## config.mk

```make
export PLATFORM = sky130hd
export DESIGN_NAME = lru_key_value_cache
export DESIGN_NICKNAME = d
export VERILOG_FILES = /design/src/lkv_pkg.sv /design/src/lkv_cell.sv /design/src/lkv_ctrl.sv /design/src/lru_key_value_cache.sv
export SDC_FILE = /design/constraint.sdc
export NUM_CORES = 2
export LEC_CHECK = 0
export BUFFER_PORTS_ARGS = -buffer_cell sky130_fd_sc_hd__buf_2
export CAP_MARGIN = 20
export CORE_MARGIN = 2
export CORE_UTILIZATION = 35
export CTS_CLUSTER_DIAMETER = 100
export DETAILED_ROUTE_END_ITERATION = 16
export SETUP_SLACK_MARGIN = 0.3
export SLEW_MARGIN = 5
export SYNTH_ARGS = -nofsm -noshare
export SYNTH_HDL_FRONTEND = slang
export SYNTH_SLANG_ARGS = --single-unit
```

## constraint.sdc

```tcl
create_clock -name clk -period 8.1 [get_ports clk]
set_input_delay 0.81 -clock clk [delete_from_list [all_inputs] [get_ports clk]]
set_output_delay 0.81 -clock clk [all_outputs]
set_load 0.005 [all_outputs]
```

## src/lkv_pkg.sv

```systemverilog
`timescale 1ns / 1ps
`default_nettype none

package lkv_pkg;

    localparam int LKV_ENTRIES = 16;
    localparam int CAP_W = 5;
    localparam logic [CAP_W-1:0] CAP_RESET = 5'd16;
    localparam int DATA_W = 32;

    localparam logic CMD_GET = 1'b0;
    localparam logic CMD_PUT = 1'b1;

    localparam logic REG_CAPACITY = 1'b0;

    typedef enum logic {
        ST_IDLE,
        ST_UPDATE
    } state_t;

    typedef struct packed {
        logic upd;
        logic shift;
        logic load;
        logic valid;
    } cell_ctl_t;

endpackage

`default_nettype wire

```

## src/lkv_cell.sv

```systemverilog
`timescale 1ns / 1ps
`default_nettype none

module lkv_cell (
    input  wire                      clk,
    input  wire                      rst_n,
    input  wire                      capture,
    input  wire [lkv_pkg::DATA_W-1:0] lookup_key,
    input  lkv_pkg::cell_ctl_t       ctl,
    input  wire [lkv_pkg::DATA_W-1:0] new_key,
    input  wire [lkv_pkg::DATA_W-1:0] new_value,
    input  wire [lkv_pkg::DATA_W-1:0] nb_key,
    input  wire [lkv_pkg::DATA_W-1:0] nb_value,
    output logic [lkv_pkg::DATA_W-1:0] key,
    output logic [lkv_pkg::DATA_W-1:0] value,
    output logic                     match
);
    import lkv_pkg::*;

    logic [DATA_W-1:0] key_reg;
    logic [DATA_W-1:0] value_reg;
    logic              valid_reg;
    logic              match_reg;

    always_ff @(posedge clk)
    begin
        if (ctl.load)
        begin
            key_reg   <= new_key;
            value_reg <= new_value;
        end
        else if (ctl.shift)
        begin
            key_reg   <= nb_key;
            value_reg <= nb_value;
        end
    end

    always_ff @(posedge clk or negedge rst_n)
    begin
        if (!rst_n)
        begin
            valid_reg <= 1'b0;
            match_reg <= 1'b0;
        end
        else
        begin
            if (ctl.upd)
            begin
                valid_reg <= ctl.valid;
            end
            if (capture)
            begin
                match_reg <= valid_reg && (key_reg == lookup_key);
            end
        end
    end

    assign key   = key_reg;
    assign value = value_reg;
    assign match = match_reg;

endmodule

`default_nettype wire

```

## src/lkv_ctrl.sv

```systemverilog
`timescale 1ns / 1ps
`default_nettype none

module lkv_ctrl #(
    parameter int ENTRIES = lkv_pkg::LKV_ENTRIES
) (
    input  wire                       clk,
    input  wire                       rst_n,
    input  wire                       s_tvalid,
    output logic                      s_tready,
    input  wire [63:0]                s_tdata,
    input  wire                       s_tuser,
    output logic                      m_tvalid,
    input  wire                       m_tready,
    output logic [63:0]               m_tdata,
    output logic [1:0]                m_tuser,
    input  wire [lkv_pkg::CAP_W-1:0]  capacity,
    input  wire [ENTRIES-1:0]         match_vec,
    input  wire [lkv_pkg::DATA_W-1:0] cell_key [ENTRIES],
    input  wire [lkv_pkg::DATA_W-1:0] cell_value [ENTRIES],
    output lkv_pkg::cell_ctl_t        ctl [ENTRIES],
    output logic [lkv_pkg::DATA_W-1:0] new_key,
    output logic [lkv_pkg::DATA_W-1:0] new_value
);
    import lkv_pkg::*;

    localparam int CW = $clog2(ENTRIES + 1);
    localparam int IW = (ENTRIES > 1) ? $clog2(ENTRIES) : 1;
    localparam int XW = (CW > CAP_W) ? CW : CAP_W;

    state_t            state_reg, state_next;
    logic              cmd_reg;
    logic [DATA_W-1:0] key_reg;
    logic [DATA_W-1:0] value_reg;
    logic [CW-1:0]     count_reg, count_next;

    logic              out_valid_reg, out_valid_next;
    logic              found_reg, found_next;
    logic              evicted_reg, evicted_next;
    logic [DATA_W-1:0] read_value_reg, read_value_next;
    logic [DATA_W-1:0] evicted_key_reg, evicted_key_next;

    logic              accept;
    logic              upd;
    logic              hit;
    logic              evict;
    logic              removing;
    logic              append;
    logic [IW-1:0]     hit_pos;
    logic [IW-1:0]     pos;
    logic [DATA_W-1:0] hit_value;
    logic [CW-1:0]     count_rm;
    logic [CW-1:0]     count_after;
    logic [XW-1:0]     cap_eff;

    assign accept = s_tvalid && s_tready;

    always_comb
    begin
        hit_value = '0;
        hit_pos   = '0;
        for (int i = 0; i < ENTRIES; i++)
        begin
            if (match_vec[i])
            begin
                hit_value = hit_value | cell_value[i];
                hit_pos   = hit_pos | IW'(i);
            end
        end
    end

    always_comb
    begin
        cap_eff     = (capacity == '0) ? XW'(1) :
                      ((XW'(capacity) > XW'(ENTRIES)) ? XW'(ENTRIES) : XW'(capacity));
        hit         = |match_vec;
        evict       = !hit && (cmd_reg == CMD_PUT) && (XW'(count_reg) >= cap_eff);
        removing    = hit || evict;
        append      = hit || (cmd_reg == CMD_PUT);
        pos         = hit ? hit_pos : '0;
        count_rm    = count_reg - CW'(removing);
        count_after = count_rm + CW'(append);
        new_key     = key_reg;
        new_value   = (hit && (cmd_reg == CMD_GET)) ? hit_value : value_reg;

        upd              = 1'b0;
        state_next       = state_reg;
        s_tready         = 1'b0;
        count_next       = count_reg;
        out_valid_next   = out_valid_reg && !m_tready;
        found_next       = found_reg;
        evicted_next     = evicted_reg;
        read_value_next  = read_value_reg;
        evicted_key_next = evicted_key_reg;

        case (state_reg)
            ST_IDLE:
            begin
                s_tready = 1'b1;
                if (s_tvalid)
                begin
                    state_next = ST_UPDATE;
                end
            end
            ST_UPDATE:
            begin
                if (!out_valid_reg || m_tready)
                begin
                    upd              = 1'b1;
                    state_next       = ST_IDLE;
                    count_next       = count_after;
                    out_valid_next   = 1'b1;
                    found_next       = hit;
                    evicted_next     = evict;
                    read_value_next  = (hit && (cmd_reg == CMD_GET)) ? hit_value : '0;
                    evicted_key_next = evict ? cell_key[0] : '0;
                end
            end
            default:
            begin
                state_next = ST_IDLE;
            end
        endcase

        for (int i = 0; i < ENTRIES; i++)
        begin
            ctl[i].upd   = upd;
            ctl[i].load  = upd && append && (CW'(i) == count_rm);
            ctl[i].shift = upd && removing && (IW'(i) >= pos) && (CW'(i) < count_rm);
            ctl[i].valid = CW'(i) < count_after;
        end
    end

    always_ff @(posedge clk or negedge rst_n)
    begin
        if (!rst_n)
        begin
            state_reg     <= ST_IDLE;
            count_reg     <= '0;
            out_valid_reg <= 1'b0;
        end
        else
        begin
            state_reg     <= state_next;
            count_reg     <= count_next;
            out_valid_reg <= out_valid_next;
        end
    end

    always_ff @(posedge clk)
    begin
        if (accept)
        begin
            cmd_reg   <= s_tuser;
            key_reg   <= s_tdata[31:0];
            value_reg <= s_tdata[63:32];
        end
        found_reg       <= found_next;
        evicted_reg     <= evicted_next;
        read_value_reg  <= read_value_next;
        evicted_key_reg <= evicted_key_next;
    end

    assign m_tvalid = out_valid_reg;
    assign m_tdata  = {evicted_key_reg, read_value_reg};
    assign m_tuser  = {evicted_reg, found_reg};

endmodule

`default_nettype wire

```

## src/lru_key_value_cache.sv

```systemverilog
// Fully associative key-value cache with least-recently-used replacement. Requests enter on
// the s_ stream (tuser selects get or put) and each produces exactly one response on the m_
// stream. Entries sit in a row of cells ordered by recency, least recent in cell 0; every cell
// compares its key in parallel and the row shifts by one cell on a promotion or an eviction.
// A request is compared in parallel in the cells as it is accepted; the row shift and response
// load follow in the update state, which waits while the response register is held on m_tready.
// Capacity is set over the APB port at address 0 (reset 16, 0 acts as 1, values above
// ENTRIES act as ENTRIES) and should only be written while no request is in flight.
`timescale 1ns / 1ps
`default_nettype none

module lru_key_value_cache #(
    parameter int ENTRIES = lkv_pkg::LKV_ENTRIES
) (
    input  wire         clk,
    input  wire         rst_n,
    input  wire         s_tvalid,
    output logic        s_tready,
    input  wire [63:0]  s_tdata,   // key[31:0], value[63:32]
    input  wire         s_tuser,   // command
    output logic        m_tvalid,
    input  wire         m_tready,
    output logic [63:0] m_tdata,   // read_value[31:0], evicted_key[63:32]
    output logic [1:0]  m_tuser,   // found[0], evicted[1]
    input  wire         psel,
    input  wire         penable,
    input  wire         pwrite,
    input  wire [2:0]   paddr,
    input  wire [31:0]  pwdata,
    output logic [31:0] prdata,
    output logic        pready
);
    import lkv_pkg::*;

    logic [CAP_W-1:0]  capacity_reg;
    logic [ENTRIES-1:0] match_vec;
    logic [DATA_W-1:0] cell_key [ENTRIES];
    logic [DATA_W-1:0] cell_value [ENTRIES];
    cell_ctl_t         ctl [ENTRIES];
    logic [DATA_W-1:0] new_key;
    logic [DATA_W-1:0] new_value;
    logic              capture;

    assign pready = 1'b1;
    assign prdata = (paddr[2] == REG_CAPACITY) ? {{(32-CAP_W){1'b0}}, capacity_reg} : '0;

    always_ff @(posedge clk or negedge rst_n)
    begin
        if (!rst_n)
        begin
            capacity_reg <= CAP_RESET;
        end
        else if (psel && penable && pwrite && pready && (paddr[2] == REG_CAPACITY))
        begin
            capacity_reg <= pwdata[CAP_W-1:0];
        end
    end

    assign capture = s_tvalid && s_tready;

    lkv_ctrl #(
        .ENTRIES(ENTRIES)
    ) u_ctrl (
        .clk       (clk),
        .rst_n     (rst_n),
        .s_tvalid  (s_tvalid),
        .s_tready  (s_tready),
        .s_tdata   (s_tdata),
        .s_tuser   (s_tuser),
        .m_tvalid  (m_tvalid),
        .m_tready  (m_tready),
        .m_tdata   (m_tdata),
        .m_tuser   (m_tuser),
        .capacity  (capacity_reg),
        .match_vec (match_vec),
        .cell_key  (cell_key),
        .cell_value(cell_value),
        .ctl       (ctl),
        .new_key   (new_key),
        .new_value (new_value)
    );

    for (genvar i = 0; i < ENTRIES; i++)
    begin : g_cell
        logic [DATA_W-1:0] nb_key;
        logic [DATA_W-1:0] nb_value;

        if (i + 1 < ENTRIES)
        begin : g_nb
            assign nb_key   = cell_key[i+1];
            assign nb_value = cell_value[i+1];
        end
        else
        begin : g_end
            assign nb_key   = '0;
            assign nb_value = '0;
        end

        lkv_cell u_cell (
            .clk       (clk),
            .rst_n     (rst_n),
            .capture   (capture),
            .lookup_key(s_tdata[31:0]),
            .ctl       (ctl[i]),
            .new_key   (new_key),
            .new_value (new_value),
            .nb_key    (nb_key),
            .nb_value  (nb_value),
            .key       (cell_key[i]),
            .value     (cell_value[i]),
            .match     (match_vec[i])
        );
    end

endmodule

`default_nettype wire

```

---- Word level (Yosys, flattened, before mapping) ----
Index checks and enable logic that the tools add are counted.
Widths: inputs -> output; s select.
storage, ports and cells
  latch bits .............................. 0
  register bits ........................... 1,199
  output and inout bits ................... 101
  bits in read-only memories .............. 0
  memories ................................ 0
  word-level logic and storage cells ...... 383
  RAM bits ................................ 0
operators by class
  $mul .................................... 0
  muxes and demuxes ....................... 107
  div/mod/pow operators ................... 0
  $lt $le $gt $ge ......................... 50
  add/subtract/negate cells ............... 2
  shift-type cells ........................ 0
  bitwise operators ....................... 18
  reduce and logical (&&, ||, !) cells .... 100
  equality and inequality tests ........... 31
operators by type and width
  operator            count
  $mux 32             80
  $eq 32x32->1        16
  $or 32x32->32       15
  $lt 4x5->1 const A  16
  $logic_and 1x1->1   74
  $eq 4x5->1 const A  8
  $lt 3x5->1 const A  8
  $mux 4              9
  $ge 4x4->1 const A  8
  $reduce_bool 2->1   16
  $eq 3x5->1 const A  4
  $lt 1x5->1 const A  4
  $lt 2x5->1 const A  4
  $ge 3x4->1 const A  4
  $reduce_or 16->1    1
  $mux 5              3
  $mux 3              4
  $eq 2x5->1 const A  2
  $logic_not 5->1     2
  $ge 1x4->1 const A  2
  $ge 2x4->1 const A  2
  $mux 1              8
  $add 5x1->5         1
  $eq 1x5->1 const A  1
  9 further kinds     16

---- Depth between registers and ports, before layout ----
  word-level depth ........................ 33
  gate-level depth with buffers ........... 20

---- Hierarchy ----
From an unflattened synthesis, not the netlist that was laid out.
second synthesis, totals
  cells, all modules ...................... 3,812
  area total of the unflattened synthesis .. 59,124.2 µm²
modules (own cells, without submodules)
  module               times used  area an instance (µm²)  cells each
  lkv_cell             16          3,110.5                 184
  lkv_ctrl             1           8,882.3                 821
  lru_key_value_cache  1           474.2                   47

---- Least setup slack after synthesis ----
OpenSTA, ideal clock, no wires.
  path kind ............................... flip-flop to flip-flop
  start ................................... register capacity_reg[4]
  end ..................................... register g_cell[10].u_cell.key_reg[0] (enable)
  setup slack ............................. 120 ps
  stages on the path, launching flop included .. 15
  setup time .............................. 580 ps
  required time ........................... 7,520 ps
  period minus slack after synthesis ...... 7,980 ps
  arrival ................................. 7,400 ps
  path buffers ............................ 1
  cell sequence ........................... dfstp_2 -> inv_1 -> nand2_1 -> ha_1 -> a21oi_1 -> o21ai_0 -> a41oi_1 -> nand2b_1 -> ha_1 -> nor2b_1 -> buf_2 -> mux2i_1 -> a22oi_2 -> nand3_1 -> o31ai_1
between the ends
  cells in the longest elaborated chain, start to end .. 10
  elaborated cells between the ends (all ways) .. 15
RTL lines
  item                                              RTL line                          text
  start: declaration                                lru_key_value_cache.sv:35         logic [CAP_W-1:0] capacity_reg;
  start signal: assignment                          lru_key_value_cache.sv:55         capacity_reg <= pwdata[CAP_W-1:0];
  $gt 5x5->1                                        lkv_ctrl.sv:75                    ((XW'(capacity) > XW'(ENTRIES)) ? XW'(ENTRIES) : XW'(capacity));
  $mux 5                                            lkv_ctrl.sv:75
  $mux 5 *                                          lkv_ctrl.sv:74                    cap_eff = (capacity == '0) ? XW'(1) :
  $ge 5x5->1 *                                      lkv_ctrl.sv:77                    evict = !hit && (cmd_reg == CMD_PUT) && (XW'(count_reg) >= cap_eff);
  $logic_and 1x1->1 *                               lkv_ctrl.sv:77
  $logic_or 1x1->1 *                                lkv_ctrl.sv:78                    removing = hit || evict;
  $sub 5x1->5 or $logic_and 1x1->1 (tied branches)  lkv_ctrl.sv:81, lkv_ctrl.sv:129
  $lt 4x5->1 (tied with other cells)                lkv_ctrl.sv:129                   ctl[i].shift = upd && removing && (IW'(i) >= pos) && (CW'(i) < count_rm);
  $logic_and 1x1->1, on equally long branches       lkv_ctrl.sv:129, lkv_ctrl.sv:128
  $reduce_bool 2->1 (no line) *                     --
  end signal: assignment                            lkv_cell.sv:29                    key_reg <= new_key;
  end signal: assignment                            lkv_cell.sv:34                    key_reg <= nb_key;
  end: declaration                                  lkv_cell.sv:20                    logic [DATA_W-1:0] key_reg;
Every way passes the cells marked *; elsewhere a longest branch is shown, timed or not.
A chain may end at the register's enable or synchronous reset.

---- Worst setup path in the final report ----
  start ................................... register u_ctrl.count_reg[2]
  end ..................................... register g_cell[12].u_cell.key_reg[11] (enable)
between the ends
  cells in the longest elaborated chain, start to end .. 7
  elaborated cells between the ends (all ways) .. 11
RTL lines
  item                                              RTL line                          text
  start: declaration                                lkv_ctrl.sv:35                    logic [CW-1:0] count_reg, count_next;
  start signal: assignment                          lkv_ctrl.sv:145                   count_reg <= count_next;
  $ge 5x5->1                                        lkv_ctrl.sv:77
  $logic_and 1x1->1                                 lkv_ctrl.sv:77
  $logic_or 1x1->1                                  lkv_ctrl.sv:78
  $sub 5x1->5 or $logic_and 1x1->1 (tied branches)  lkv_ctrl.sv:81, lkv_ctrl.sv:129
  $lt 4x5->1 (tied with other cells)                lkv_ctrl.sv:129
  $logic_and 1x1->1, on equally long branches       lkv_ctrl.sv:129, lkv_ctrl.sv:128
  $reduce_bool 2->1 (no line) *                     --
  end signal: assignment                            lkv_cell.sv:29
  end signal: assignment                            lkv_cell.sv:34
  end: declaration                                  lkv_cell.sv:20
Marks and branches as above.

==> flow_summary.yaml <==
run_status:
  status: "completed"
critical_path:
  critPathRequiredTime_ns: 8.51
  cp_max_fo: 49
  worstSetupStartpointType: "flip-flop"
  critPathCaptureType: "flip-flop"
  crit_start: "u_ctrl.count_reg[2]$_DFFE_PN0P_"
  critPathKind: "flip-flop to flip-flop"
  arrival_ns: 6.40
  r2r-start: "u_ctrl.count_reg[2]$_DFFE_PN0P_"
power:
  seq_power_share_pct: 49.0
  comb_power_share_pct: 20.2
  p_clk_share_pct: 30.9
  power_leakage_nw: 22.54
  p_int_w: 0.01276
  p_switching_w: 0.006005
  vdd_drop_max_uv: 213.9
  p_sw_share_pct: 32.00
  power.density_nw_per_um2: 283.8
layout:
  multi_input_area_um2: 21450
  synthToLayoutAreaGrowth_pct: 11.11
  final_layout_size_suffix_gt1_share_pct: 21.77
  final_cells: 6749
  seq_area_um2: 35780
  fill_cells: 15900
  nets: 4549
flow_run:
  max-cap-violations: 0
routing:
  detail_route.wl_per_cell_um: 28.68
  vias: 38180
  avgViaCountPerCell: 5.658
  drc: 0
  drt_iter0_markers: 4695
  drtAntennaViolNets: 0
  dr.pass1.iters: 6
  routed_wl_mm: 193.5
timing:
  timing.final.crit_share_pct: 73.98
  finClkSkew_ns: 0.02690
  drv_slew: 0
  rsz0062_at_grt: "false"
  holdWs_ns: 0.07721
  tns_ns: 0
  setup_violations: 0
  max-slew-margin-rel_pct: 23.14
  post-route-min-period_ns: 5.992
  hold_viol: 0
  fmax_ghz: 0.1669
  worst_pin_slew_ns: 1.153
logic_synthesis:
  yosysSeqAreaShare_pct: 60.10
  synth.area.top_cells: "edfxtp_1, mux2_2, xor2_1, o21ai_0, mux2i_1"
  synth_edf_count: 1155
  async_flop_share_pct: 3.589
  synth_top_flop_cell: "edfxtp_1"
  synth_cell_types: 73
  ys_seq_elements: 1198
  synth_warnings: 0
  synth_top_area_share_pct: 58.29
  syn_area_per_cell_um2: 13.43
  synth_area_um2: 59500
  yosysTopAreaCell: "edfxtp_1"
  synthCells: 4431
floorplanning:
  fp-row-count: 151
  die_h_um: 416.3
  ios: 208
  initial_core_util_pct: 35.19
  core-area_um2: 169100
  fp.dieArea_um2: 173300
  die_w_um: 416.3
grt:
  grt_max_degree: 77
  grtUsageMet3_pct: 4.663
  busiest_layer: "met2"
  grt_use_met2_pct: 34.68
  gr-usage-met1_pct: 29.97
  antenna_found_initial: 14
  grt_overflow: 0
  grt_pass1_vias: 37830
  grt_pass1_wl_mm: 275.9
  gr-usage-all-layers_pct: 21.82
min_path:
  hp-class: "primary input to asynchronous set/reset pin"
placement:
  dp.cells: 6514
  portBuffers: 150
  hpwl_mm: 117.7
  gp_congestion: 0.8660
cts:
  cts_sinks: 1198
  cts.clk_slew.worst_paths_ns: 0.07
  clock_latency_ns: 0.80
  ctsHoldBuffers: 0
  htreeDepth: 4
  tritoncts: "yes"
  cts_resized: 0
  postCtsSetupBuffers: 0
  clockRootBuffer: "clkbuf_16"
  numCtsBuffers: 133
  cts_buffer_depth: 3
per-stage QoR:
step | util (%) | cell area (µm²) | setup WS (ns) | total power [W]
after CTS | 39.07 | 66070 | 2.086 | 0.01881
after global routing | 39.10 | 66110 | 1.806 | 0.01944
final | 39.10 | 66110 | 2.108 | 0.01877
after detailed placement | 36.71 | 62070 | 2.128 | 0.01306
after floorplan | - | 59600 | 0.3003 | 0.01144
after global placement | 36.69 | 62040 | 2.124 | 0.01300
synth_stat cells, drive strengths merged (96+ instances only):
| cell | number |
|---|---|
| edfxtp | 1155 |
| mux2 | 486 |
| xor2 | 372 |
| nand2 | 355 |
| o21ai | 355 |
| buf | 225 |
| inv | 173 |
| clkbuf | 163 |
| mux2i | 161 |
| xnor2 | 150 |
| a22o | 116 |
| nor4 | 101 |
| a221oi | 96 |
power groups by stage:
stage	clock network, W	registers [W]	logic [W]
2_1_floorplan	0	0.00905	0.00239
3_3_place_gp	0	0.00930	0.00369
3_5_place_dp	0	0.00930	0.00376
4_1_cts	0.00584	0.00919	0.00377
5_1_grt	0.00608	0.00928	0.00408
6_report	0.00579	0.00919	0.00379
worst paths after layout:
kind	slack [ns]	depth (start not counted)	end
setup / recovery	2.11	12	g_cell[12].u_cell.key[11]$_DFFE_PP_
hold / removal	0.08	2	u_ctrl.m_tvalid$_DFF_PN0_
setup reg to reg	2.11	12	g_cell[12].u_cell.key[11]$_DFFE_PP_
hold reg to reg	0.52	1	g_cell[7].u_cell.valid_reg$_DFFE_PN0P_
max in group asynchronous	7.55	2	g_cell[9].u_cell.match$_DFFE_PN0P_
min in group clk	0.18	1	u_ctrl.cmd_reg$_DFFE_PP_
worst max-delay path: stages (launching register included):
cell	delay, ns
dfrtp_1	0.77
ha_1	0.36
a21oi_1	0.14
o21ai_0	0.10
a41oi_1	0.37
nand2b_1	0.29
ha_1	0.30
ha_1	0.48
nand4_1	0.19
a41oi_1	0.55
and3_4	0.70
o21bai_4	0.47
buf_4	0.78
area by class of cell:
cell class | instances | share of cell area (%)
clock buffer | 169 | 5.333
clock inverter | 63 | 0.7097
multi-input combinational | 2697 | 32.44
antenna | 1 | 0.003785
timing repair buffer | 229 | 2.195
inverter | 174 | 0.9955
tap | 2218 | 4.198
sequential | 1198 | 54.12
layer usage:
metal  vias to the layer above  part of all wire (%)
met3                       372                   9.2
met1                     19520                    42
met5                         -                 0.012
met4                         4                   2.7
li1                      16350                     -
met2                      1937                    46
cell usage in the layout, fill, tap and decap left out, drive strengths merged, types with 68 or more instances in the layout:
cell type     n
nor4        101
inv         179
a22o        116
edfxtp     1155
o21ai       355
a221oi       96
nand2       355
clkbuf      169
mux2i       161
nand4        68
buf         229
xor2        372
xnor2       150
mux2        486
cells by family (layout without fill, tap and decap cells):
logic type / count (synthesis) / in the layout / share of synthesized area (%)
xor gates and xnor gates: 522 / 522 / 7.716
other: 2 / 29 / 0.01262
and+or+nand+nor: 751 / 751 / 6.235
muxes: 647 / 647 / 11.91
DFF: 1198 / 1198 / 60.10
buffers and inverters: 562 / 635 / 4.542
AOI/OAI and AO/OA: 740 / 740 / 9.293
adders and majority gates: 9 / 9 / 0.1893
(Power assumes the default switching activity.)
